==> src/hdl/gri_pkg.sv <==
// ----------------------------------------------------------------------------
// gri_pkg
// Shared types and constants for the gyro rate angle integrator.
// ----------------------------------------------------------------------------
package gri_pkg;

   localparam int FIELD_AXES   = 3;  // axes carried on the channels
   localparam int AXES         = 3;  // axes that are integrated
   localparam int HISTORY_TAPS = 3;

   localparam int RATE_W   = 13;
   localparam int GAIN_W   = 16;
   localparam int PROD_W   = RATE_W + GAIN_W + 1;
   localparam int MAG_W    = 28;
   localparam int QUOT_W   = 14;
   localparam int SRATE_W  = QUOT_W + 1;
   localparam int ANGLE_W  = 26;
   localparam int SUM_W    = 17;
   localparam int SUM_MAG_W = SUM_W - 1;
   localparam int CSR_IDX_W = 2;

   // truncating divide by 24818 as exact reciprocal multiply for |p| < 2**28
   localparam longint unsigned RATE_DIVISOR = 64'd24818;
   localparam int RATE_SHIFT = 43;
   localparam int RATE_RECIP_W = 29;
   localparam logic [RATE_RECIP_W-1:0] RATE_RECIP =
      RATE_RECIP_W'(((64'd1 << RATE_SHIFT) + RATE_DIVISOR - 64'd1) / RATE_DIVISOR);

   // truncating divide by 6 for |sum| < 2**16
   localparam longint unsigned WEIGHT_DIVISOR = 64'd6;
   localparam int WEIGHT_SHIFT = 19;
   localparam int WEIGHT_RECIP_W = 17;
   localparam logic [WEIGHT_RECIP_W-1:0] WEIGHT_RECIP =
      WEIGHT_RECIP_W'(((64'd1 << WEIGHT_SHIFT) + WEIGHT_DIVISOR - 64'd1) / WEIGHT_DIVISOR);

   localparam logic signed [ANGLE_W+1:0] FULL_TURN = 28'sd36000000;

   localparam logic [ANGLE_W-1:0] START_ANGLE [FIELD_AXES] = '{
      26'd9000000, 26'd9000000, 26'd0
   };

   localparam logic CMD_INTEGRATE = 1'b0;
   localparam logic CMD_START     = 1'b1;

   localparam logic [CSR_IDX_W-1:0] CSR_GAIN_X = 2'd0;
   localparam logic [CSR_IDX_W-1:0] CSR_GAIN_Y = 2'd1;
   localparam logic [CSR_IDX_W-1:0] CSR_GAIN_Z = 2'd2;

   typedef struct packed {
      logic load_s2;
      logic load_s3;
   } stage_ctl_type;

   typedef struct packed {
      logic load;
      logic command;
   } acc_ctl_type;

endpackage

==> src/hdl/gri_rate_scale.sv <==
// ----------------------------------------------------------------------------
// gri_rate_scale
// Two pipeline stages: gain multiply, then truncating divide by 24818.
// ----------------------------------------------------------------------------
module gri_rate_scale (
   input  logic                                 clock,
   input  gri_pkg::stage_ctl_type               ctl,
   input  logic signed [gri_pkg::RATE_W-1:0]    rate,
   input  logic [gri_pkg::GAIN_W-1:0]           gain,
   output logic signed [gri_pkg::SRATE_W-1:0]   scaled_rate
);

   logic signed [gri_pkg::PROD_W-1:0]                        product_c;
   logic [gri_pkg::MAG_W-1:0]                                mag_c;
   logic [gri_pkg::MAG_W-1:0]                                mag_ff;
   logic                                                     neg_ff;
   logic [gri_pkg::MAG_W+gri_pkg::RATE_RECIP_W-1:0]          recip_prod_c;
   logic [gri_pkg::QUOT_W-1:0]                               quot_c;
   logic signed [gri_pkg::SRATE_W-1:0]                       rate_c;
   logic signed [gri_pkg::SRATE_W-1:0]                       rate_ff;

   assign product_c = rate * $signed({1'b0, gain});
   assign mag_c     = product_c[gri_pkg::PROD_W-1] ? gri_pkg::MAG_W'(-product_c)
                                                    : gri_pkg::MAG_W'(product_c);

   assign recip_prod_c = (gri_pkg::MAG_W+gri_pkg::RATE_RECIP_W)'(mag_ff)
                       * (gri_pkg::MAG_W+gri_pkg::RATE_RECIP_W)'(gri_pkg::RATE_RECIP);
   assign quot_c = recip_prod_c[gri_pkg::RATE_SHIFT+gri_pkg::QUOT_W-1:gri_pkg::RATE_SHIFT];
   assign rate_c = neg_ff ? -$signed({1'b0, quot_c}) : $signed({1'b0, quot_c});

   always_ff @(posedge clock) begin
      if (ctl.load_s2) begin
         mag_ff <= mag_c;
         neg_ff <= product_c[gri_pkg::PROD_W-1];
      end
      if (ctl.load_s3) begin
         rate_ff <= rate_c;
      end
   end

   assign scaled_rate = rate_ff;

endmodule

==> config.mk <==
export PLATFORM = sky130hd
export DESIGN_NAME = gri_rate_scale
export DESIGN_NICKNAME = d
export VERILOG_FILES = /design/src/hdl/gri_pkg.sv /design/src/hdl/gri_rate_scale.sv
export SDC_FILE = /design/constraint.sdc
export NUM_CORES = 1
export LEC_CHECK = 0
export ABC_AREA = 1
export BUFFER_PORTS_ARGS = -buffer_cell sky130_fd_sc_hd__buf_2
export CAP_MARGIN = 30
export CELL_PAD_IN_SITES_DETAIL_PLACEMENT = 0
export CELL_PAD_IN_SITES_GLOBAL_PLACEMENT = 1
export CORE_ASPECT_RATIO = 1.5
export CORE_UTILIZATION = 45
export DETAILED_ROUTE_END_ITERATION = 10
export PLACE_DENSITY = 0.81
export SLEW_MARGIN = 30
export SYNTH_ARGS = -nofsm -noshare
export SYNTH_HDL_FRONTEND = slang
export SYNTH_SLANG_ARGS = --single-unit
export TNS_END_PERCENT = 10
==> constraint.sdc <==
create_clock -name clock -period 6.7 [get_ports clock]
set_input_delay 1.34 -clock clock [delete_from_list [all_inputs] [get_ports clock]]
set_output_delay 1.34 -clock clock [all_outputs]
set_load 0.1 [all_outputs]
==> out/metrics.cfg <==
[synthesis]
synth-seq-area-share = 0.06282
netlist_area_sq_um = 21030
synth_edf_count = 44
async_flop_share = 0
synth_cell_types = 39
ys_ff_latch = 44
ys.flop_type = edfxtp_1
syn_nets = 3474
ys_warn_count = 0
syn_avg_cell_area_sq_um = 7.778
synth_cells = 2704

[routing]
vias = 17020
first_pass_iters = 7
drt_iter0_drc = 596
wl_per_cell_um = 15.69
wirelength_um = 54890
vias_per_cell = 4.865
remaining_drc_errors = 0
postRouteAntennaNets = 0

[setup_path]
cpMaxStageDelayCell = fa_1
path_cells = buf_2 > nand2_1 > fa_1 > inv_1 > fa_1 > fa_1 > fa_1 > fa_1 > fa_1 > ha_4 > a21oi_4 > o21ai_2 > or2_4 > xnor2_4 > nand2_2 > buf_6 > nor2_4 > nand2_4 > nor2_2 > nand4_1 > nand2_1 > nand2_1 > nand2_1 > inv_1
worst_path_largest_cell_delay_ns = 0.59
startpoint = gain[9]
critPathKind = in2reg
rr_startpoint = mag_ff[9]
crit_path_end = mag_ff[26]
cp.required_ns = 6.77
end_kind = flop
crit_buf_inv = 4
cp_top_family = adder cells
startpoint_type = primary input
reg2regPathDepth = 29
worst_path_most_repeated_cell = fa_1
reg2reg_slack_ns = 0.37
arrival_ns = 6.73
reg2reg_to = scaled_rate[13]
cp_num_cells = 24
worstPathMaxFanout = 8

[global_routing]
grt_first_pass_wirelength_um = 89210
grt_max_degree = 30
grt_pass1_vias = 18640
antenna_found_initial = 0
grt-ovfl-total = 0
grtUsageTotal = 0.2437

[finish]
drive_above_1_share = 0.1182
layoutNonFillerInstCount = 3499
nNetsFinal = 3680
fillerInstances = 4467
areaGrowthSynthToFinish_pct = 13.55
diodes = 0

[place]
numPlacedInstances = 3485
numPortBuffers = 46
dpl_worst_slack_ns = -0.5012
routabilityCongestion = 0.9577
dp_hpwl_um = 50770

[run_status]
outcome = complete, no violations

[sta]
setup_viol = 0
slew_violations = 0
fmax_mhz = 150.1
rsz0062_at_grt = yes
fin_ws_ns = 0.03796
post-route-min-period_ns = 6.662
setup_tns_ns = 0
period_share = 0.9943
fin_skew_ns = 0.009580
worst_slew_pin_slew_ns = 0.6175
finalHoldViolCount = 0
slew_headroom = 0.5883

[cts]
worstSkewPairLatency_ns = 0.31
hold_buffers = 0
cts-root-buf = clkbuf_16
path_clk_slew_ns = 0.07
numCtsBuffers = 5
tritoncts = done
htreeDepth = 2
clock-sinks = 44
clockBufferDepth = 2

[floorplan]
ios = 47
coreArea_sq_um = 45880
die_y_um = 266.8
initial_core_util = 0.4584
die_area_sq_um = 47620
fp.dieW_um = 178.5
rows = 96

[hold_path]
holdCritStartpoint = neg_ff
hold_path_class = reg2reg

[job]
maxCapViolations = 0

==> logic make-up (layout without fill, tap and decap cells) <==
family | Yosys count | in the layout | synth area share
xor gates and xnor gates | 52 | 52 | 0.02344
adders and majority gates | 738 | 738 | 0.5561
buffers and inverters | 812 | 1019 | 0.1453
DFF | 44 | 44 | 0.06282
and+or+nand+nor | 948 | 948 | 0.1834
AOI/OAI and AO/OA | 110 | 110 | 0.02891
==> stage by stage <==
stage | hold slack (ns) | cell area (sq um) | utilization
floorplan | 0.6944 | 21130 | -
global placement | 0.9374 | 23340 | 0.5086
detailed placement | 0.9470 | 23340 | 0.5086
CTS | 0.9622 | 23520 | 0.5127
global route | 1.049 | 23880 | 0.5205
finish | 1.001 | 23880 | 0.5205
==> layer usage <==
metal  routed length, um  vias up  share of wire  global-route usage
met5                   0        -              0                   0
met3                 719      145          0.013             0.01083
met1               18060     8154           0.33              0.2144
li1                    -     8437              -                   -
met4                3597        0          0.066              0.1351
met2               32510      287           0.59              0.5221
==> worst min-delay path by stage <==
| stage | endpoint | slack, ns | cells past startpoint |
|---|---|---|---|
| after floorplan | scaled_rate[9] | 0.69 | 2 |
| after global placement | scaled_rate[1] | 0.94 | 2 |
| after detailed placement | scaled_rate[1] | 0.95 | 2 |
| after CTS | scaled_rate[1] | 0.96 | 2 |
| after global routing | scaled_rate[1] | 1.05 | 1 |
| final | scaled_rate[1] | 1.00 | 2 |
==> flip-flops by register name, indices dropped and copies added, names as in the netlist <==
signal       cells
mag_ff          28
scaled_rate     15
neg_ff           1
==> worst min-delay path: stages (launching register included) <==
cell	delay, ns
edfxtp_1	0.73
nand2_1	0.09
o21ai_0	0.06
==> layout by cell type (no fill, tap or decap), types with 4 or more instances in the layout <==
cell         n
ha_4         8
buf_12       6
nand4_1     19
nor2_1     128
xnor2_1     20
nand3_1     71
o21ai_0     20
ha_1       401
buf_4      192
fa_1       328
xor2_1      23
o21ai_1      8
nand2_1    647
nand3b_1     8
nor2_2      14
nor2_4       4
nor3_1      13
a21oi_2      6
o21bai_1     5
nand2_2     21
clkbuf_16    5
a21oi_1     54
inv_2        4
edfxtp_1    44
a21o_1       8
or2_2        8
xnor2_2      5
inv_1      762
buf_2       39
==> cell type report <==
cell class	count	area [sq um]	area share
Clock buffer	5	125.1	0.005239
Tap cell	588	735.7	0.03081
Inverter	768	2893	0.1211
Clock inverter	3	21.27	0.0008907
Sequential cell	44	1321	0.05533
Timing Repair Buffer	243	1813	0.07592
Multi-Input combinational cell	1848	16970	0.7107
==> cell usage after synthesis (2+ instances only) <==
cell / n / area [sq um]
o21ai_1: 7 / 35.03
o21ai_0: 23 / 115.1
nor2_1: 140 / 525.5
nand3_2: 2 / 20.02
nor3_1: 13 / 65.06
nor2_2: 6 / 37.54
a21oi_1: 60 / 300.3
xor2_1: 24 / 210.2
fa_1: 328 / 6566
or2_2: 8 / 50.05
o21bai_1: 5 / 37.54
nor4_1: 3 / 18.77
nand3_1: 73 / 365.4
inv_2: 2 / 7.510
nand4_1: 19 / 118.9
and2_1: 3 / 18.77
clkbuf_1: 42 / 157.7
nand2_1: 659 / 2474
nand3b_1: 8 / 60.06
ha_1: 410 / 5130
inv_1: 766 / 2875
a21o_1: 8 / 60.06
nand2_2: 10 / 62.56
xnor2_1: 23 / 201.4
xnor2_2: 4 / 65.06
edfxtp_1: 44 / 1321
a21oi_2: 2 / 17.52
==> timing repair <==
action | in CTS | in global routing
endpoints found under the setup margin | 17 | 25
resized for setup | 11 | 74
pin swaps | 2 | 25
buffers inserted | 0 | 6
Power is left out: the tool's default activity adds up to more than one toggle a clock period on the data nets, which glitch-free logic cannot reach.
