[src/hdl/gri_pkg.sv]
// ----------------------------------------------------------------------------
// gri_pkg
// Shared types and constants for the gyro rate angle integrator.
// ----------------------------------------------------------------------------
package gri_pkg;

   localparam int FIELD_AXES   = 3;  // axes carried on the channels
   localparam int AXES         = 3;  // axes that are integrated
   localparam int HISTORY_TAPS = 3;

   localparam int RATE_W   = 13;
   localparam int GAIN_W   = 16;
   localparam int PROD_W   = RATE_W + GAIN_W + 1;
   localparam int MAG_W    = 28;
   localparam int QUOT_W   = 14;
   localparam int SRATE_W  = QUOT_W + 1;
   localparam int ANGLE_W  = 26;
   localparam int SUM_W    = 17;
   localparam int SUM_MAG_W = SUM_W - 1;
   localparam int CSR_IDX_W = 2;

   // truncating divide by 24818 as exact reciprocal multiply for |p| < 2**28
   localparam longint unsigned RATE_DIVISOR = 64'd24818;
   localparam int RATE_SHIFT = 43;
   localparam int RATE_RECIP_W = 29;
   localparam logic [RATE_RECIP_W-1:0] RATE_RECIP =
      RATE_RECIP_W'(((64'd1 << RATE_SHIFT) + RATE_DIVISOR - 64'd1) / RATE_DIVISOR);

   // truncating divide by 6 for |sum| < 2**16
   localparam longint unsigned WEIGHT_DIVISOR = 64'd6;
   localparam int WEIGHT_SHIFT = 19;
   localparam int WEIGHT_RECIP_W = 17;
   localparam logic [WEIGHT_RECIP_W-1:0] WEIGHT_RECIP =
      WEIGHT_RECIP_W'(((64'd1 << WEIGHT_SHIFT) + WEIGHT_DIVISOR - 64'd1) / WEIGHT_DIVISOR);

   localparam logic signed [ANGLE_W+1:0] FULL_TURN = 28'sd36000000;

   localparam logic [ANGLE_W-1:0] START_ANGLE [FIELD_AXES] = '{
      26'd9000000, 26'd9000000, 26'd0
   };

   localparam logic CMD_INTEGRATE = 1'b0;
   localparam logic CMD_START     = 1'b1;

   localparam logic [CSR_IDX_W-1:0] CSR_GAIN_X = 2'd0;
   localparam logic [CSR_IDX_W-1:0] CSR_GAIN_Y = 2'd1;
   localparam logic [CSR_IDX_W-1:0] CSR_GAIN_Z = 2'd2;

   typedef struct packed {
      logic load_s2;
      logic load_s3;
   } stage_ctl_type;

   typedef struct packed {
      logic load;
      logic command;
   } acc_ctl_type;

endpackage

[src/hdl/gri_angle_acc.sv]
// ----------------------------------------------------------------------------
// gri_angle_acc
// Per-axis rate history and angle register with weighted four-tap update.
// ----------------------------------------------------------------------------
module gri_angle_acc (
   input  logic                                 clock,
   input  logic                                 reset,
   input  gri_pkg::acc_ctl_type                 ctl,
   input  logic signed [gri_pkg::SRATE_W-1:0]   scaled_rate,
   input  logic [gri_pkg::ANGLE_W-1:0]          start_angle,
   output logic [gri_pkg::ANGLE_W-1:0]          angle
);

   logic signed [gri_pkg::SRATE_W-1:0]                      hist_ff [gri_pkg::HISTORY_TAPS];
   logic [gri_pkg::ANGLE_W-1:0]                             angle_ff;
   logic [gri_pkg::ANGLE_W-1:0]                             angle_in;
   logic signed [gri_pkg::SUM_W-1:0]                        sum_c;
   logic signed [gri_pkg::SUM_W-1:0]                        tap_c;
   logic [gri_pkg::SUM_MAG_W-1:0]                           sum_mag_c;
   logic [gri_pkg::SUM_MAG_W+gri_pkg::WEIGHT_RECIP_W-1:0]   recip_prod_c;
   logic [gri_pkg::QUOT_W-1:0]                              quot_c;
   logic signed [gri_pkg::SRATE_W-1:0]                      delta_c;
   logic signed [gri_pkg::ANGLE_W+1:0]                      diff_c;

   always_comb begin
      sum_c = gri_pkg::SUM_W'(scaled_rate);
      tap_c = '0;
      for (int t = 0; t < gri_pkg::HISTORY_TAPS; t++) begin
         tap_c = gri_pkg::SUM_W'(hist_ff[t]);
         sum_c = sum_c + ((t == gri_pkg::HISTORY_TAPS - 1) ? tap_c : (tap_c <<< 1));
      end
   end

   assign sum_mag_c = sum_c[gri_pkg::SUM_W-1] ? gri_pkg::SUM_MAG_W'(-sum_c)
                                              : gri_pkg::SUM_MAG_W'(sum_c);
   assign recip_prod_c = (gri_pkg::SUM_MAG_W+gri_pkg::WEIGHT_RECIP_W)'(sum_mag_c)
                       * (gri_pkg::SUM_MAG_W+gri_pkg::WEIGHT_RECIP_W)'(gri_pkg::WEIGHT_RECIP);
   assign quot_c  = recip_prod_c[gri_pkg::WEIGHT_SHIFT+gri_pkg::QUOT_W-1:gri_pkg::WEIGHT_SHIFT];
   assign delta_c = sum_c[gri_pkg::SUM_W-1] ? -$signed({1'b0, quot_c})
                                            : $signed({1'b0, quot_c});

   always_comb begin
      diff_c = $signed({2'b00, angle_ff}) - (gri_pkg::ANGLE_W+2)'(delta_c);
      if (diff_c < 0) begin
         diff_c = diff_c + gri_pkg::FULL_TURN;
      end else if (diff_c >= gri_pkg::FULL_TURN) begin
         diff_c = diff_c - gri_pkg::FULL_TURN;
      end
      angle_in = diff_c[gri_pkg::ANGLE_W-1:0];
   end

   always_ff @(posedge clock) begin
      if (reset) begin
         angle_ff <= start_angle;
         for (int t = 0; t < gri_pkg::HISTORY_TAPS; t++) begin
            hist_ff[t] <= '0;
         end
      end else if (ctl.load) begin
         if (ctl.command == gri_pkg::CMD_START) begin
            angle_ff <= start_angle;
         end else begin
            angle_ff   <= angle_in;
            hist_ff[0] <= scaled_rate;
            for (int t = 1; t < gri_pkg::HISTORY_TAPS; t++) begin
               hist_ff[t] <= hist_ff[t-1];
            end
         end
      end
   end

   assign angle = angle_ff;

endmodule

[config.mk]
export PLATFORM = sky130hd
export DESIGN_NAME = gri_angle_acc
export DESIGN_NICKNAME = d
export VERILOG_FILES = /design/src/hdl/gri_pkg.sv /design/src/hdl/gri_angle_acc.sv
export SDC_FILE = /design/constraint.sdc
export NUM_CORES = 1
export LEC_CHECK = 0
export ABC_AREA = 1
export BUFFER_PORTS_ARGS = -buffer_cell sky130_fd_sc_hd__buf_2
export CORE_UTILIZATION = 30
export DETAILED_ROUTE_END_ITERATION = 6
export PLACE_DENSITY_LB_ADDON = 0.08
export SYNTH_ARGS = -nofsm -noshare
export SYNTH_HDL_FRONTEND = slang
export SYNTH_SLANG_ARGS = --single-unit
[constraint.sdc]
create_clock -name clock -period 13.3 [get_ports clock]
set_input_delay 2.66 -clock clock [delete_from_list [all_inputs] [get_ports clock]]
set_output_delay 2.66 -clock clock [all_outputs]
set_load 0.05 [all_outputs]
==> out/summary.txt <==
Routed vias: 11780
Cell taking the most area after synthesis: fa_1
Sequential area share after synthesis: 17.04%
Core area: 0.04102 mm^2
Hold EP: hist_ff[0][39]$_SDFFCE_PN0P_
Syn_area_per_cell: 7.761 um^2
Cells on worst reg2reg path: 67
Top post-synthesis cells by count: inv_1 (366), nand2_1 (303), ha_1 (173)
Cell variety after synth: 52
Setup Skew: 0.01072 ns
CTS tree: yes
Worst endpoint required time: 13.40 ns
Min-Delay Path Class: reg -> reg
Global-route congestion overflow total: 0
Ports: 71
Routed wire per std cell: 14.79 um
Clock sinks: 71
Fraction of layout cells with a size suffix above 1: 40.84%
Min-delay src: hist_ff[0][24]$_SDFFCE_PN0P_
Starting Density: 30.50%
Port Buffers: 70
Vert. Die Dim: 206.2 um
Hold depth: 2
Die Footprint: 0.04252 mm^2
Synth Flop Type: edfxtp_1
Ant. Diodes: 0
Worst r2r src: hist_ff[0][16]$_SDFFCE_PN0P_
Post-route clock period utilization: 101.4%
DRT iter0 DRCs: 419
Setup crit end kind: register
Die W: 206.2 um
Root buffer cell: clkbuf_16
Global-route wire length before repair: 63160 um
Crit-path most repeated cell: nand2_2
Crit-path max cell delay: 0.55 ns
Clock transition at path regs: 0.06 ns
Area of the multi-input gates: 0.01067 mm^2
Reg2reg end: angle[17]$_DFFE_PP_
DRC viols: 0
Achievable Freq: 74.14 MHz
Finished Layout Cells: 2645
Clk Latency, worst-skew pair: 0.37 ns
Kind of critical path: in -> reg
CTS Buf Count: 9
Leading post-synthesis cells by cell area: fa_1 (18%), ha_1 (17%), edfxtp_1 (17%), inv_1 (11%), nand2_1 (9.1%)
Final WS setup: -0.1882 ns
Post-synth ARST share: 0%
Status: complete, but fails checks
Vias in the first global route: 12310
Share of the synthesized area in the top cell type: 17.76%
Crit path max fanout: 7
Fin crit period: 13.49 ns
DRT antenna net count: 0
Area Overhead vs Synth: 50.72%
Final hold viol count: 0
Yosys warns: 0
R2r setup slk: 1.81 ns
Routed WL: 39120 um
Cts hold-fix bufs: 0
Syn nets: 1941
Worst setup SP type: input pin
Slew Limit Fails: 0
Syn Std Cell Area: 0.01251 mm^2
Largest net degree at the start of global routing: 46
Most frequently used cell type in the post-synthesis netlist: inv_1
Violated checks: setup timing
Worst Tran Pin Value: 0.6046 ns
DR pass1 iterations: 5
# nets final: 2438
Unrepaired setup endpoints after global routing: true
# setup viols final: 18
FF/Latch Area: 0.002132 mm^2
GP Congestion: 0.8803
Mean number of vias per cell: 4.452
Worst slew margin: 59.69%
H-Tree Depth: 3
Row cnt: 74
Placed Cells: 2582
Initial antenna violation count: 0
Crit path max-delay cell type: fa_1
Clock tree buffer depth: 2
Hpwl dp: 32830 um
Fill cells: 4152
CP Data Arrival Time: 13.59 ns
FF+latch count, synth: 71
Tot GR Track Use: 19.22%
Max cap viols: 0
Mapped Cells: 1612
Post-synth EDFFs: 71
==> area by class of cell <==
type	instances	share of cell area, %
flip-flops and latches	71	11.31
clock inverters	6	0.3782
multi-input cells	1160	56.58
clock buffers	9	1.194
well taps	532	3.530
inverters	368	7.418
repair buffers	499	19.59
==> logic make-up (layout without fill, tap and decap cells) <==
| kind of cell | after synthesis | after routing | share of synthesized area [%] |
|---|---|---|---|
| simple gates | 616 | 616 | 21.74 |
| buf+inv | 381 | 882 | 11.64 |
| fa+ha+maj | 284 | 284 | 35.06 |
| compound gates | 188 | 188 | 9.111 |
| xor+xnor | 72 | 72 | 5.401 |
| flops | 71 | 71 | 17.04 |
==> worst max-delay path: cells and delay by family <==
kind / cells / cell delay (ns)
compound gates: 13 / 1.84
buf+inv: 13 / 1.08
fa+ha+maj: 12 / 4.51
simple gates: 24 / 2.62
xor+xnor: 5 / 0.86
==> how the worst max path moves through the flow <==
stage / startpoint / end / slack, ns / cells past startpoint
global route: scaled_rate[5] / angle[17]$_DFFE_PP_ / -0.77 / 66
CTS: scaled_rate[2] / angle[13]$_DFFE_PP_ / -0.43 / 66
floorplan: scaled_rate[4] / angle[8]$_DFFE_PP_ / -0.04 / 65
global placement: scaled_rate[2] / angle[20]$_DFFE_PP_ / -1.20 / 68
detailed placement: scaled_rate[2] / angle[20]$_DFFE_PP_ / -1.29 / 66
finish: scaled_rate[4] / angle[17]$_DFFE_PP_ / -0.19 / 67
==> layer usage <==
layer	global-route usage, %	up-vias	share of wire, %
met1	27.18	5534	50
met4	4.648	0	1.7
met5	0	-	0
met3	2.239	31	2.4
met2	31.04	125	45
li1	-	6085	-
==> through the flow <==
stage	util (%)	instance area [um^2]	hold WS (ns)	worst slack (ns)	TNS, ns
after floorplan	-	12860	0.5424	-0.04315	-0.04656
after global placement	40.78	16720	0.5533	-1.203	-20.27
after detailed placement	40.78	16720	0.5544	-1.295	-21.77
after CTS	43.27	17750	0.5707	-0.4260	-7.133
after global routing	45.97	18860	0.6147	-0.7661	-13.07
final	45.97	18860	0.5732	-0.1882	-2.574
==> cells in the final DEF, fill, tap and decap left out, types with 18 or more instances in the layout <==
cell / n
buf_4: 414
o21ai_0: 25
a21oi_2: 38
nand2_2: 70
nand2_1: 236
ha_1: 143
xor2_1: 23
inv_2: 24
edfxtp_1: 71
ha_4: 27
nor2_1: 121
inv_1: 339
a21oi_1: 48
fa_1: 106
buf_2: 68
nor2_2: 25
xor2_2: 18
nand3_1: 51
==> sequential cells by signal, indices dropped and copies added, names as in the netlist <==
register and flops:
hist_ff 45, angle 26
==> what timing repair did <==
action,in CTS,in global routing
pin swaps,95,121
gates resized for setup,99,212
cloned,1,0
setup endpoints to repair,18,18
setup buffers,30,20
Power is not shown: default switching activity piles up to over one toggle a cycle in this logic, so the estimate is an artifact.
